$ cat config.mk
export PLATFORM = sky130hd
export DESIGN_NAME = bhpq_cmp
export DESIGN_NICKNAME = d
export VERILOG_FILES = /design/src/sv/bhpq_pkg.sv /design/src/sv/bhpq_cmp.sv
export SDC_FILE = /design/constraint.sdc
export NUM_CORES = 1
export LEC_CHECK = 0
export BUFFER_PORTS_ARGS = -buffer_cell sky130_fd_sc_hd__clkbuf_2
export CAP_MARGIN = 20
export CORE_UTILIZATION = 38
export DETAILED_ROUTE_END_ITERATION = 8
export PLACE_DENSITY = 0.81
export SYNTH_ARGS = -nofsm -noshare
export SYNTH_HDL_FRONTEND = slang
export SYNTH_SLANG_ARGS = --single-unit
export TNS_END_PERCENT = 50
$ cat constraint.sdc
create_clock -name vclk -period 1.9
set_clock_uncertainty 0.2 [all_clocks]
set_input_delay 0.19 -clock vclk [all_inputs]
set_output_delay 0.19 -clock vclk [all_outputs]
set_load 0.1 [all_outputs]
$ cat src/sv/bhpq_pkg.sv
// bhpq_pkg: shared types and constants of the binary heap priority queue.
// Holds the operation and status codes, register map and sequencer states.
// No dependencies.
`timescale 1ns / 1ps

package bhpq_pkg;

  localparam int KEY_W       = 32;
  localparam int KIND_W      = 2;
  localparam int STATUS_W    = 2;
  localparam int CFG_LIMIT_W = 7;
  localparam int APB_ADDR_W  = 3;
  localparam int APB_DATA_W  = 32;

  // Operation codes
  localparam logic [KIND_W-1:0] KIND_PUSH = 2'd0;
  localparam logic [KIND_W-1:0] KIND_POP  = 2'd1;
  localparam logic [KIND_W-1:0] KIND_PEEK = 2'd2;

  // Status codes
  localparam logic [STATUS_W-1:0] ST_OK    = 2'd0;
  localparam logic [STATUS_W-1:0] ST_EMPTY = 2'd1;
  localparam logic [STATUS_W-1:0] ST_FULL  = 2'd2;

  // Register indexes (word address bit 2)
  localparam logic REG_MIN_MODE  = 1'b0;
  localparam logic REG_CAP_LIMIT = 1'b1;

  localparam logic [CFG_LIMIT_W-1:0] CAP_LIMIT_RESET = 7'd64;

  typedef enum logic [9:0] {
    S_IDLE   = 10'b00_0000_0001,
    S_UP_RD  = 10'b00_0000_0010,
    S_UP_EV  = 10'b00_0000_0100,
    S_POP_RD = 10'b00_0000_1000,
    S_POP_LD = 10'b00_0001_0000,
    S_PK_RD  = 10'b00_0010_0000,
    S_PK_LD  = 10'b00_0100_0000,
    S_DN_RD  = 10'b00_1000_0000,
    S_DN_L   = 10'b01_0000_0000,
    S_DN_R   = 10'b10_0000_0000
  } state_t;

endpackage

$ cat src/sv/bhpq_cmp.sv
// bhpq_cmp: the shared key comparator of the heap sequencer.
// Strict "a ranks before b" on signed keys, min or max order by mode.
// Depends on bhpq_pkg.
`timescale 1ns / 1ps

module bhpq_cmp
  import bhpq_pkg::*;
(
  input  logic signed [KEY_W-1:0] a,
  input  logic signed [KEY_W-1:0] b,
  input  logic                    min_mode,
  output logic                    better
);

  // Ties never rank before, in either order
  assign better = min_mode ? (a < b) : (a > b);

endmodule

* After elaboration in Yosys (flattened, before gate mapping)
Cells that the tools add are included.
Storage, ports and cells: bits in latches 0, memories kept 0, RAM bits 0, bits in registers 0, memory bits (read-only) 0
Cells by class: mux-type cells 1, add/sub/neg operators 0, eq/ne operators 0, shift operators 0, order comparisons 2, $mul 0, reduce and logical (&&, ||, !) cells 0, bitwise gates (word level) 0, div/mod/pow operators 0
Operators by type and width (number):
- 32-bit > comparator | 1
- 32-bit < comparator | 1
- 1-bit two-way mux | 1

* Logic depth before layout (Yosys ltp)
Gate-level depths: netlist (run 1).
word-level depth 2, mapped depth 8, mapped depth without buffers 8

* Least setup slack after synthesis (run 1)
OpenSTA, ideal clock, no wires.
kind input-to-output, start point in b[14], end point out better, data required time 1.510 ns, data arrival time 2.068 ns, slack -0.558 ns, stages 8, cell sequence inv_1 ha_1 a21oi_2 nand2_1 a221o_1 a211o_1 a21oi_2 mux2_1
Between the ends: longest elaborated chain between the ends 2
RTL lines:
- start, declared | RTL line bhpq_cmp.sv:10 | input logic signed [KEY_W-1:0] b,
- 32-bit > comparator or 32-bit < comparator (tied branches) | RTL line bhpq_cmp.sv:16 | assign better = min_mode ? (a < b) : (a > b);
- 1-bit two-way mux (*) | RTL line bhpq_cmp.sv:16
- end, declared | RTL line bhpq_cmp.sv:12 | output logic better
Mark *: on every way between the ends. The rest lies on a longest branch, timed or not.

* Worst setup path in the final report (run 1)
start point in a[14], end point out better
Between the ends: longest elaborated chain between the ends 2
RTL lines:
- start, declared | RTL line bhpq_cmp.sv:9 | input logic signed [KEY_W-1:0] a,
- 32-bit > comparator or 32-bit < comparator (tied branches) | RTL line bhpq_cmp.sv:16
- 1-bit two-way mux (*) | RTL line bhpq_cmp.sv:16
Marks and branches as above.

==> flow_summary.toml, run 1 <==
[cts]
ctsHoldBuffers = 0
cts.repair.resized = 0

[grt]
antenna_found_initial = 0
overflow = 0
grt_max_degree = 4
grt_pass1_vias = 1067
grt_use_total = 0.188
grt_pass1_wl_mm = 3.80

[sta]
worst_slew_pin_slew_ns = 0.259
relSlewSlack = 0.826
rsz0062_at_grt = "true"
final.setup.worst_slack_ns = -0.414
whs_ns = 0.751
fmax_mhz = 432
final.setup.tns_ns = -0.414
setup_viol = 1
slew_violations = 0
hold_viol_final = 0
fin_crit_ns = 2.31
period_share = 1.22

[worst_setup_path]
slowest_stage = "a221o_1"
crit_top_cell = "a21oi_2"
critPathKind = "in2out"
critPathMaxFanout = 3
cp_cell_sequence = "clkbuf_2 > ha_4 > a21oi_2 > nand2_1 > a221o_1 > a211o_1 > a21oi_2 > mux2_4 > buf_12"
cp.required_ns = 1.51
endpoint_kind = "output port"
critPathTopFamily = "compound AO/OA/AOI/OAI gates"
worst_setup_path_start_kind = "primary input"
crit_path_max_incr_delay_ns = 0.35
arrival_ns = 1.92
path_buf_inv = 2

[die]
ios = 66
die_h_um = 48.7
start_util = 0.414
core_um2 = 2000
die_w_um = 48.7
rows = 16
die_area_um2 = 2370

[final_layout]
fillerInstances = 174
n_clock_buffer = 0
antenna_cells = 0
drive_above_1_share = 0.539
seq_cells = 0
layout_commonest_cell = "clkbuf_2"
final_cell_mix = "clkbuf_2, inv_1, ha_1"
syn_to_final_growth_pct = 74.8
fin_nets = 292
multiInputGateArea_um2 = 851
utilization = 0.724
seq_area_um2 = 0

[status]
status = "finished, violations left"
failed_checks = "setup timing"

[detailed_routing]
post-route-drc-count = 0
wirelength_mm = 2.13
wl_per_cell_um = 9.69
via_per_inst = 4.77
firstDrtPassIters = 3
via_count = 1049
initialDrtViolationCount = 4
ant_nets = 0

[synthesis]
yosysWarnings = 0
synth_cell_types = 21
ys_seq_area_frac = 0
synth_area_um2 = 830
synth.net_count = 213
syn_avg_cell_area_um2 = 7.15
postSynthCellCount = 116

[placement]
routabilityCongestion = 0.760
port_buffers = 66
hpwl_mm = 2.12

[power]
peakVddDrop_mv = 0.233
total_power_mw = 0.351
power_density_nw_per_um2 = 242
p_leak_nw = 0.858

[hold_path]
holdCritPathClass = "in2out"

[run]
cap_viol_max_count = 0
[routing by layer]
metal | share of wire | track usage
met4 | 0 | 0
met2 | 0.57 | 0.424
met5 | 0 | 0
met3 | 0.044 | 0.00314
met1 | 0.39 | 0.195
[cells in the mapped netlist]
cell type,instances,area [um2]
nand2_1,8,30.0
a21oi_1,12,60.1
nand3_1,3,15.0
a41oi_1,1,8.76
inv_1,34,128
mux2_1,1,11.3
a21o_1,3,22.5
a221o_1,1,10.0
xnor2_1,1,8.76
nor4_1,1,6.26
ha_1,32,400
nor2_1,1,3.75
nand4_1,6,37.5
a21oi_2,2,17.5
nor4_2,1,12.5
o211ai_1,1,7.51
nor3_1,1,5.00
a221oi_1,1,8.76
nor3b_1,1,7.51
o21ai_0,4,20.0
a211o_1,1,8.76
[cell families (layout without fill, tap and decap cells)]
| kind of cell | after synthesis | after routing | share of synthesized area |
|---|---|---|---|
| xor+xnor | 1 | 1 | 0.0106 |
| fa+ha+maj | 32 | 32 | 0.483 |
| mux | 1 | 1 | 0.0136 |
| simple gates | 22 | 22 | 0.142 |
| compound gates | 26 | 26 | 0.198 |
| buf+inv | 34 | 111 | 0.154 |
[through the flow]
step	std cells	setup slack [ns]	instance area, um2
detailed placement	220	-0.499	1450
CTS	220	-0.418	1450
global route	220	-0.507	1450
finish	220	-0.414	1450
floorplan	116	-0.257	988
global placement	220	-0.470	1450
[area by class of cell]
class,instances,area share
Multi-Input combinational cell,82,0.587
Tap cell,27,0.0233
Inverter,34,0.0949
Timing Repair Buffer,77,0.295
[where the power goes]
part | switching [mW] | internal [mW]
logic | 0.167 | 0.184
clock network | 0 | 0
registers | 0 | 0
[worst paths after layout]
| check | startpoint | to | slack, ns | cells after the start |
|---|---|---|---|---|
| max | a[14] | better | -0.41 | 9 |
| min | min_mode | better | 0.75 | 4 |
[what timing repair did]
item	CTS	global route
pin swaps	4	1
setup buffers	0	0
endpoints found under the hold margin	0	0
setup endpoints to repair	1	1
No activity file was read; power rests on OpenSTA's default activity.
==> run 2, diff against run 1 <==
- CORE_ASPECT_RATIO: default -> 1.5
- CORE_MARGIN: default -> 4
==> flow_summary.toml, run 2 (same netlist as run 1, synthesis figures left out) <==
[sta]
fin_crit_ns = 2.32
rsz0062_at_grt = "true"
final.setup.tns_ns = -0.419
fmax_mhz = 431
hold_viol_final = 0
final.setup.worst_slack_ns = -0.419
relSlewSlack = 0.826
slew_violations = 0
period_share = 1.22
setup_viol = 1
worst_slew_pin_slew_ns = 0.258

[grt]
grt_max_degree = 4
grt_use_total = 0.173
grt_pass1_wl_mm = 4.17
overflow = 0
antenna_found_initial = 0
grt_pass1_vias = 1165

[cts]
ctsHoldBuffers = 0
post_cts_buffers = 0

[power]
switching_share = 0.478
p_comb_frac = 1.000
p_switching_mw = 0.176
power_frac_seq = 0
total_power_mw = 0.369
internal-power_mw = 0.192
power.share.clock = 0
p_leak_nw = 0.879
peakVddDrop_mv = 0.229
power_density_nw_per_um2 = 243

[die]
die_area_um2 = 3010
die_h_um = 65.2
core_um2 = 2050
rows = 20
start_util = 0.404
die_w_um = 46.2
ios = 66

[worst_setup_path]
cp.required_ns = 1.51
endpoint_kind = "output port"
worst_setup_path_start_kind = "primary input"
critPathMaxFanout = 2
arrival_ns = 1.93
critPathKind = "in2out"
crit_top_cell = "a21oi_2"
crit_path_max_incr_delay_ns = 0.32
cp_cell_sequence = "clkbuf_8 > inv_4 > ha_4 > a21oi_2 > o21ai_1 > a221o_1 > a211o_1 > a21oi_2 > mux2_4 > buf_12"
slowest_stage = "a221o_1"

[final_layout]
postLayoutCellArea_um2 = 1520
utilization = 0.739
n_clock_buffer = 0
seq_cells = 0
final_cell_mix = "clkbuf_2, inv_1, ha_1"
drive_above_1_share = 0.570
seq_area_um2 = 0
syn_to_final_growth_pct = 82.8
antenna_cells = 0
layout_commonest_cell = "clkbuf_2"
fin_nets = 292

[run]
cap_viol_max_count = 0

[hold_path]
holdCritPathClass = "in2out"

[placement]
pre_cts_ws_ns = -0.497
dpl_cell_area_um2 = 1440
port_buffers = 66
routabilityCongestion = 0.757
hpwl_mm = 2.37

[detailed_routing]
ant_nets = 0
via_count = 1065
post-route-drc-count = 0
firstDrtPassIters = 4
wl_per_cell_um = 11.5
wirelength_mm = 2.47
via_per_inst = 4.95
initialDrtViolationCount = 7

[status]
failed_checks = "setup timing"
status = "finished, violations left"
## run 2: changes by cell type in the layout (fill, tap and decap cells not counted), sizes merged
cell    before  now
buf         12   13
clkbuf      65   64
## run 2: power by group through the flow
stage	clock network [mW]	logic, mW	registers [mW]
floorplan	0	0.197	0
global placement	0	0.336	0
detailed placement	0	0.355	0
CTS	0	0.361	0
global route	0	0.409	0
finish	0	0.369	0
## run 2: area by class of cell
| type | instances | area, um2 |
|---|---|---|
| timing repair buffer | 77 | 443 |
| fill | 169 | 536 |
| tap | 22 | 27.5 |
| inverter | 34 | 140 |
| multi-input combinational | 82 | 906 |
## run 2: layer usage
layer	GRT usage	wire length, um	up-vias
li1	-	-	556
met1	0.162	785	469
met2	0.376	1480	40
met3	0.0164	204	0
met4	0.00712	0	0
met5	0	0	-
## run 2: repair_timing
action / CTS / global route
endpoints found under the setup margin: 1 / 1
gates resized for setup: 2 / 8
pin swaps: 11 / 2
## run 2: critical path, delay by kind of cell
kind / cells / cell delay, ns
compound gates: 5 / 0.88
fa+ha+maj: 1 / 0.23
buf+inv: 3 / 0.30
mux: 1 / 0.32
## run 2: metrics by stage
step	std cells	hold slack, ns
after floorplan	116	0.621
after global placement	215	0.741
after detailed placement	215	0.744
after CTS	215	0.745
after global routing	215	0.769
final	215	0.747
## run 2: final timing paths
kind                  slack (ns)  startpoint  depth (start not counted)      to
worst max-delay path       -0.42        b[5]                         10  better
worst min-delay path        0.75    min_mode                          4  better
